--- config.mk ---
export PLATFORM = sky130hd
export DESIGN_NAME = ply_binary_body_triangulator
export DESIGN_NICKNAME = d
export VERILOG_FILES = /design/src/rtl/pbbt_pkg.sv /design/src/rtl/pbbt_parser.sv /design/src/rtl/pbbt_out_reg.sv /design/src/rtl/ply_binary_body_triangulator.sv
export SDC_FILE = /design/constraint.sdc
export NUM_CORES = 1
export LEC_CHECK = 0
export BUFFER_PORTS_ARGS = -buffer_cell sky130_fd_sc_hd__buf_2
export CAP_MARGIN = 30
export CORE_MARGIN = 10
export CORE_UTILIZATION = 55
export CTS_BUF_LIST = sky130_fd_sc_hd__clkbuf_2 sky130_fd_sc_hd__clkbuf_4 sky130_fd_sc_hd__clkbuf_8
export CTS_CLUSTER_DIAMETER = 30
export DETAILED_ROUTE_END_ITERATION = 6
export PLACE_DENSITY = 0.74
export SETUP_SLACK_MARGIN = 0.4
export SYNTH_ARGS = -nofsm -noshare
export SYNTH_HDL_FRONTEND = slang
export SYNTH_SLANG_ARGS = --single-unit
--- constraint.sdc ---
create_clock -name clk -period 8 [get_ports clk]
set_input_delay 2.4 -clock clk [delete_from_list [all_inputs] [get_ports clk]]
set_output_delay 2.4 -clock clk [all_outputs]
set_load 0.03 [all_outputs]
--- src/rtl/pbbt_pkg.sv ---
// Shared types and constants for the PLY binary body triangulator.
// No dependencies; used by every module under rtl/.
package pbbt_pkg;

    // Width of the vertex / face counters.
    localparam int COUNT_BITS = 24;
    // Width of the configuration data port (widest register).
    localparam int CFG_BITS   = 24;
    // Indices read before a face starts emitting triangles.
    localparam logic [7:0] CORNERS = 8'd3;

    // Configuration register indexes.
    localparam logic CFG_VERTEX_COUNT = 1'b0;
    localparam logic CFG_FACE_COUNT   = 1'b1;

    // Result kinds.
    localparam logic KIND_VERTEX   = 1'b0;
    localparam logic KIND_TRIANGLE = 1'b1;

    // Body section, one-hot.
    typedef enum logic [3:0] {
        PH_VERT   = 4'b0001,
        PH_FCOUNT = 4'b0010,
        PH_FIDX   = 4'b0100,
        PH_DONE   = 4'b1000
    } phase_t;

    // One result word moved to the output stage.
    typedef struct packed {
        logic        kind;
        logic [31:0] word_a;
        logic [31:0] word_b;
        logic [31:0] word_c;
        logic        fin;
    } result_t;

    // Fit a configuration value to the counter width (zero extend or truncate).
    function automatic logic [COUNT_BITS-1:0] to_count(input logic [CFG_BITS-1:0] v);
        logic [63:0] wide;
        wide = {{(64-CFG_BITS){1'b0}}, v};
        return wide[COUNT_BITS-1:0];
    endfunction

endpackage

--- src/rtl/pbbt_parser.sv ---
// Body parser: section/word state and the single-step next-state logic.
// Depends on pbbt_pkg.
module pbbt_parser (
    input  logic                             clk,
    input  logic                             rst_n,
    input  logic                             step,        // commit this byte
    input  logic [7:0]                       data_byte,
    input  logic                             body_start,
    input  logic [pbbt_pkg::COUNT_BITS-1:0]  vertex_count,
    input  logic [pbbt_pkg::COUNT_BITS-1:0]  face_count,
    output logic                             res_valid,
    output pbbt_pkg::result_t                res
);

    pbbt_pkg::phase_t                 phase_reg, phase_next, phase_cur;
    logic [1:0]                       bw_reg, bw_next, bw_cur;
    logic [23:0]                      part_reg, part_next, part_cur;
    logic [1:0]                       wig_reg, wig_next, wig_cur;
    logic [31:0]                      first_reg, first_next, first_cur;
    logic [31:0]                      second_reg, second_next, second_cur;
    logic [pbbt_pkg::COUNT_BITS-1:0]  done_reg, done_next, done_cur;
    logic [7:0]                       corn_reg, corn_next, corn_cur;
    logic [31:0]                      word;
    logic [pbbt_pkg::COUNT_BITS-1:0]  done_inc;

    always_comb
    begin
        // body_start clears everything before the byte is used
        if (body_start)
        begin
            phase_cur  = pbbt_pkg::PH_VERT;
            bw_cur     = '0;
            part_cur   = '0;
            wig_cur    = '0;
            first_cur  = '0;
            second_cur = '0;
            done_cur   = '0;
            corn_cur   = '0;
        end
        else
        begin
            phase_cur  = phase_reg;
            bw_cur     = bw_reg;
            part_cur   = part_reg;
            wig_cur    = wig_reg;
            first_cur  = first_reg;
            second_cur = second_reg;
            done_cur   = done_reg;
            corn_cur   = corn_reg;
        end

        phase_next  = phase_cur;
        bw_next     = bw_cur;
        part_next   = part_cur;
        wig_next    = wig_cur;
        first_next  = first_cur;
        second_next = second_cur;
        done_next   = done_cur;
        corn_next   = corn_cur;

        word     = {data_byte, part_cur};
        done_inc = done_cur + 1'b1;

        res_valid  = 1'b0;
        res.kind   = pbbt_pkg::KIND_VERTEX;
        res.word_a = first_cur;
        res.word_b = second_cur;
        res.word_c = word;
        res.fin    = 1'b0;

        case (phase_cur)
            pbbt_pkg::PH_FCOUNT:
            begin
                corn_next  = data_byte;
                wig_next   = 2'd0;
                bw_next    = 2'd0;
                part_next  = '0;
                phase_next = pbbt_pkg::PH_FIDX;
            end
            pbbt_pkg::PH_VERT, pbbt_pkg::PH_FIDX:
            begin
                if (bw_cur != 2'd3)
                begin
                    // low three bytes of a little-endian word
                    part_next[{bw_cur, 3'b000} +: 8] = data_byte;
                    bw_next = bw_cur + 2'd1;
                end
                else
                begin
                    bw_next   = 2'd0;
                    part_next = '0;
                    if (wig_cur == 2'd0)
                    begin
                        first_next = word;
                        wig_next   = 2'd1;
                    end
                    else if (wig_cur == 2'd1)
                    begin
                        second_next = word;
                        wig_next    = 2'd2;
                    end
                    else if (phase_cur == pbbt_pkg::PH_VERT)
                    begin
                        res_valid = 1'b1;
                        wig_next  = 2'd0;
                        done_next = done_inc;
                        if (done_inc >= vertex_count)
                        begin
                            done_next = '0;
                            if (face_count == '0)
                            begin
                                phase_next = pbbt_pkg::PH_DONE;
                                res.fin    = 1'b1;
                            end
                            else
                            begin
                                phase_next = pbbt_pkg::PH_FCOUNT;
                            end
                        end
                    end
                    else
                    begin
                        // one fan triangle: centre, previous, newest
                        res_valid = 1'b1;
                        res.kind  = pbbt_pkg::KIND_TRIANGLE;
                        if (corn_cur > pbbt_pkg::CORNERS)
                        begin
                            corn_next   = corn_cur - 8'd1;
                            second_next = word;
                            wig_next    = 2'd2;
                        end
                        else
                        begin
                            wig_next  = 2'd0;
                            done_next = done_inc;
                            if (done_inc >= face_count)
                            begin
                                phase_next = pbbt_pkg::PH_DONE;
                                res.fin    = 1'b1;
                            end
                            else
                            begin
                                phase_next = pbbt_pkg::PH_FCOUNT;
                            end
                        end
                    end
                end
            end
            default:
            begin
                // after the body: ignore bytes
            end
        endcase
    end

    always_ff @(posedge clk or negedge rst_n)
    begin
        if (!rst_n)
        begin
            phase_reg  <= pbbt_pkg::PH_VERT;
            bw_reg     <= '0;
            part_reg   <= '0;
            wig_reg    <= '0;
            first_reg  <= '0;
            second_reg <= '0;
            done_reg   <= '0;
            corn_reg   <= '0;
        end
        else if (step)
        begin
            phase_reg  <= phase_next;
            bw_reg     <= bw_next;
            part_reg   <= part_next;
            wig_reg    <= wig_next;
            first_reg  <= first_next;
            second_reg <= second_next;
            done_reg   <= done_next;
            corn_reg   <= corn_next;
        end
    end

endmodule

--- src/rtl/pbbt_out_reg.sv ---
// Output result register with stream handshake toward the master side.
// Depends on pbbt_pkg.
module pbbt_out_reg (
    input  logic               clk,
    input  logic               rst_n,
    input  logic               load,
    input  pbbt_pkg::result_t  res,
    output logic               can_load,
    output logic               m_tvalid,
    input  logic               m_tready,
    output logic [95:0]        m_tdata,   // word_a [31:0], word_b [63:32], word_c [95:64]
    output logic               m_tuser,   // item_kind
    output logic               m_tlast    // final_res
);

    logic              valid_reg;
    pbbt_pkg::result_t data_reg;

    assign can_load = !valid_reg || m_tready;

    always_ff @(posedge clk or negedge rst_n)
    begin
        if (!rst_n)
        begin
            valid_reg <= 1'b0;
        end
        else if (load)
        begin
            valid_reg <= 1'b1;
        end
        else if (m_tready)
        begin
            valid_reg <= 1'b0;
        end
    end

    always_ff @(posedge clk)
    begin
        if (load)
        begin
            data_reg <= res;
        end
    end

    assign m_tvalid = valid_reg;
    assign m_tdata  = {data_reg.word_c, data_reg.word_b, data_reg.word_a};
    assign m_tuser  = data_reg.kind;
    assign m_tlast  = data_reg.fin;

endmodule

--- src/rtl/ply_binary_body_triangulator.sv ---
// Top level of the PLY binary little-endian body triangulator.
// Depends on pbbt_pkg, pbbt_parser and pbbt_out_reg.
//
// Feed the body of a binary little-endian PLY mesh one byte per word on the
// slave side; set s_tuser on the first byte of each body to clear all
// counters. The block first reads vertex_count vertices (three 4-byte words
// each) and sends each as a vertex word (m_tuser = 0, raw x/y/z float bits in
// m_tdata). It then reads face_count faces, each a count byte and then 4-byte
// indices, and sends one triangle word (m_tuser = 1) per index from the third
// on: fan centre, previous index, newest index. A face always reads at least
// three indices. m_tlast marks the last word of the body; further bytes are
// dropped until the next s_tuser. Rate: one byte per clock, sustained, with
// m_tready high. A byte lands in the input register at the edge that accepts
// it; the one-step parser loads its result into the output register when that
// register can take one, and m_tvalid rises with it. A byte waits in the input
// register while the output register holds a word that m_tready has not yet
// taken. The parser step is the only logic between those two registers.
// The user writes vertex_count and face_count via cfg_we/cfg_index/cfg_data
// only while the block is idle; the block does not enforce this. Reset: 1 and 0.
module ply_binary_body_triangulator (
    input  logic                          clk,
    input  logic                          rst_n,
    // configuration
    input  logic                          cfg_we,
    input  logic                          cfg_index,
    input  logic [pbbt_pkg::CFG_BITS-1:0] cfg_data,
    // byte stream in
    input  logic                          s_tvalid,
    output logic                          s_tready,
    input  logic [7:0]                    s_tdata,   // data_byte [7:0]
    input  logic                          s_tuser,   // body_start
    // results out
    output logic                          m_tvalid,
    input  logic                          m_tready,
    output logic [95:0]                   m_tdata,   // word_a, word_b, word_c
    output logic                          m_tuser,   // item_kind
    output logic                          m_tlast    // final_res
);

    logic [pbbt_pkg::COUNT_BITS-1:0] vcount_reg;
    logic [pbbt_pkg::COUNT_BITS-1:0] fcount_reg;

    logic              in_valid_reg;
    logic [7:0]        in_byte_reg;
    logic              in_start_reg;

    logic              can_load;
    logic              step;
    logic              res_valid;
    pbbt_pkg::result_t res;

    // config registers
    always_ff @(posedge clk or negedge rst_n)
    begin
        if (!rst_n)
        begin
            vcount_reg <= pbbt_pkg::COUNT_BITS'(1);
            fcount_reg <= '0;
        end
        else if (cfg_we)
        begin
            case (cfg_index)
                pbbt_pkg::CFG_VERTEX_COUNT: vcount_reg <= pbbt_pkg::to_count(cfg_data);
                pbbt_pkg::CFG_FACE_COUNT:   fcount_reg <= pbbt_pkg::to_count(cfg_data);
                default:                    ;
            endcase
        end
    end

    // the held byte is processed once the output stage can take a result
    assign step     = in_valid_reg && can_load;
    assign s_tready = !in_valid_reg || can_load;

    always_ff @(posedge clk or negedge rst_n)
    begin
        if (!rst_n)
        begin
            in_valid_reg <= 1'b0;
        end
        else if (s_tready)
        begin
            in_valid_reg <= s_tvalid;
        end
    end

    always_ff @(posedge clk)
    begin
        if (s_tvalid && s_tready)
        begin
            in_byte_reg  <= s_tdata;
            in_start_reg <= s_tuser;
        end
    end

    pbbt_parser u_parser (
        .clk          (clk),
        .rst_n        (rst_n),
        .step         (step),
        .data_byte    (in_byte_reg),
        .body_start   (in_start_reg),
        .vertex_count (vcount_reg),
        .face_count   (fcount_reg),
        .res_valid    (res_valid),
        .res          (res)
    );

    pbbt_out_reg u_out (
        .clk      (clk),
        .rst_n    (rst_n),
        .load     (step && res_valid),
        .res      (res),
        .can_load (can_load),
        .m_tvalid (m_tvalid),
        .m_tready (m_tready),
        .m_tdata  (m_tdata),
        .m_tuser  (m_tuser),
        .m_tlast  (m_tlast)
    );

endmodule

==> impl_metrics.tcl <==
set metrics [dict create \
    largest_reg_flops 96 \
    drtPass1Iterations 6 \
    drt_drc_violations_left 0 \
    antenna_found_initial 0 \
    fin_util 0.665 \
    finalPower_mw 3.65 \
    cts_setup_buffers 0 \
    status "complete, no violations" \
    avgViaCountPerCell 5.70 \
    powerDensity_nw_per_um2 235 \
    fin_skew_ns 0.0236 \
    cp_num_buf_inv 1 \
    ys.flop_type "dfrtp_1" \
    yosysSeqAreaShare 0.591 \
    grt_max_degree 99 \
    post-route-period-util 0.739 \
    cts_hold_buf 0 \
    cts_buffers 55 \
    slowest_delay_ns 0.69 \
    hold_path_class "flop to flop" \
    setup_viol 0 \
    drive_above_1_share 0.219 \
    portBuffers 138 \
    whs_ns 0.479 \
    yosysWarnings 0 \
    grt_pass1_wl_um 52000 \
    dp_slack_ns 2.17 \
    final-instance-count-excl-fill 1659 \
    grt_usage 0.210 \
    whs_endpoint "u_parser.bw_reg[1]$_DFFE_PN0P_" \
    syn_nets 1221 \
    area_growth_pct 19.5 \
    synth.cell_area_um2 13000 \
    max_slew_margin 0.402 \
    clockBufferDepth 3 \
    crit_family "simple AND/OR/NAND/NOR gates" \
    core-area_um2 23300 \
    wl_um 32100 \
    ys_async_sr_fraction 0.625 \
    grt_pass1_vias 9604 \
    synth-edff-count 107 \
    r2r_end "u_parser.done_reg[17]$_DFFE_PN0P_" \
    path_class "flop to flop" \
    pin_count 139 \
    synth-seq-cells 285 \
    nFillCells 1827 \
    dr.first_iter.drc_count 923 \
    cts-root-buf "clkbuf_8" \
    clk_pin_slew_worst_paths_ns 0.06 \
    timing.rr.start "in_start_reg$_DFFE_PP_" \
    clk_latency_ns 0.59 \
    dp.cells 1554 \
    crit_path_top_delay_cell "o21ai_0" \
    overflow 0 \
    tns_ns 0 \
    end_kind "flop" \
    cts.sink_count 285 \
    die_area_um2 30100 \
    ir_drop_mv 0.158 \
    cts_tree "yes" \
    min_path_cells 2 \
    stdcell_area_um2 15500 \
    syn-instance-count 1127 \
    avgSynthCellArea_um2 11.5 \
    gp_congestion 0.945 \
    cts.repair.resized 0 \
    die_h_um 174 \
    initial_core_util 0.556 \
    cp_max_fo 67 \
    layout_commonest_cell "dfrtp_1" \
    worst_pin_slew_ns 0.890 \
    leakagePower_nw 6.90 \
    ff2ff_setup_slack_ns 2.09 \
    slew_violations 0 \
    num_antenna_cells 0 \
    critPathArrivalTime_ns 6.41 \
    r2r_cells 17 \
    dr_total_vias 9452 \
    cp_data_required_time_ns 8.50 \
    cp-start-kind "flop" \
    cts.htree.levels 2 \
    die_x_um 174 \
    fin_nets 1387 \
    cp_cell_sequence "buf_4 > nor2b_1 > ha_1 > nand3_2 > or4_1 > or4b_4 > or2_4 > o21a_1 > o21a_1 > ha_1 > nand4_1 > nor4_1 > a221oi_1 > o211ai_1 > o21ai_0 > or3b_2 > o21ai_0" \
    worst_slack_ns 2.09 \
    synth_cell_type_count 63 \
    final_antenna_net_count 0 \
    hold_violations 0 \
    place_area_um2 14100 \
    final_cell_mix "176 x dfrtp_1, 137 x buf_2, 115 x nand2_1" \
    hp-start "u_parser.bw_reg[1]$_DFFE_PN0P_" \
    maxCapViolCount 0 \
    fmax_mhz 169 \
    period_needed_ns 5.91 \
    hpwl_um 21600 \
    grt_setup_unrepaired "false" \
    post_drt_wl_per_cell_um 19.3 \
    rows 56 \
]
## final cells by class
class                      count  area [µm²]  share of cell area
sequential                   285        7670               0.494
multi-input combinational    730        4920               0.317
timing repair buffer         158         907              0.0585
clock buffer                  66         846              0.0545
clock inverter                38         537              0.0346
tap                          319         399              0.0257
inverter                      63         236              0.0152
## power breakdown
| group | internal [mW] | switching [mW] |
|---|---|---|
| logic | 0.0859 | 0.160 |
| registers | 1.57 | 0.0485 |
| clock network | 1.13 | 0.652 |
## synth_stat cells (all sizes together), types with 26 or more instances
master  count  area, µm²
nand2     115        432
a22oi      30        225
nor2b     101        632
clkbuf     44        165
a22o       70        613
mux2       26        293
dfrtp     176       4400
edfxtp    107       3210
nor2       42        158
ha         55        688
o21ai      75        375
a21oi      41        205
inv        61        229
## cell families (layout without fill, tap and decap cells)
family                   after synthesis  after routing  share of synthesized area
adder cells (fa/ha/maj)               55             55                     0.0530
flip-flops                           285            285                      0.591
XOR/XNOR                              22             22                     0.0148
AND/OR/NAND/NOR                      357            357                      0.143
buffers and inverters                112            325                     0.0326
multiplexers                          30             30                     0.0256
AO/OA/AOI/OAI                        266            266                      0.140
## layer usage
layer,vias to the layer above,wire length (µm),GRT usage,share of wire
met4,0,540,0.0570,0.017
met5,-,0,0,0
met2,362,14700,0.329,0.46
li1,4435,-,-,-
met1,4609,14300,0.291,0.44
met3,46,2560,0.0466,0.080
## how the worst max path moves through the flow
| stage | from | end | slack [ns] | cells after the start |
|---|---|---|---|---|
| floorplan | m_tready | u_parser.done_reg[19]$_DFFE_PN0P_ | 1.42 | 8 |
| global placement | in_start_reg$_DFFE_PP_ | u_parser.done_reg[17]$_DFFE_PN0P_ | 2.38 | 17 |
| detailed placement | in_start_reg$_DFFE_PP_ | u_parser.done_reg[17]$_DFFE_PN0P_ | 2.17 | 17 |
| CTS | in_start_reg$_DFFE_PP_ | u_parser.done_reg[17]$_DFFE_PN0P_ | 2.16 | 17 |
| global route | in_start_reg$_DFFE_PP_ | u_parser.done_reg[17]$_DFFE_PN0P_ | 1.78 | 17 |
| finish | in_start_reg$_DFFE_PP_ | u_parser.done_reg[17]$_DFFE_PN0P_ | 2.09 | 17 |
## tightest hold or removal path, stage by stage (launching register included)
cell	delay, ns
dfrtp_1	0.34
nand2_1	0.04
o21ai_0	0.06
Power figures use the tool's default switching activity.
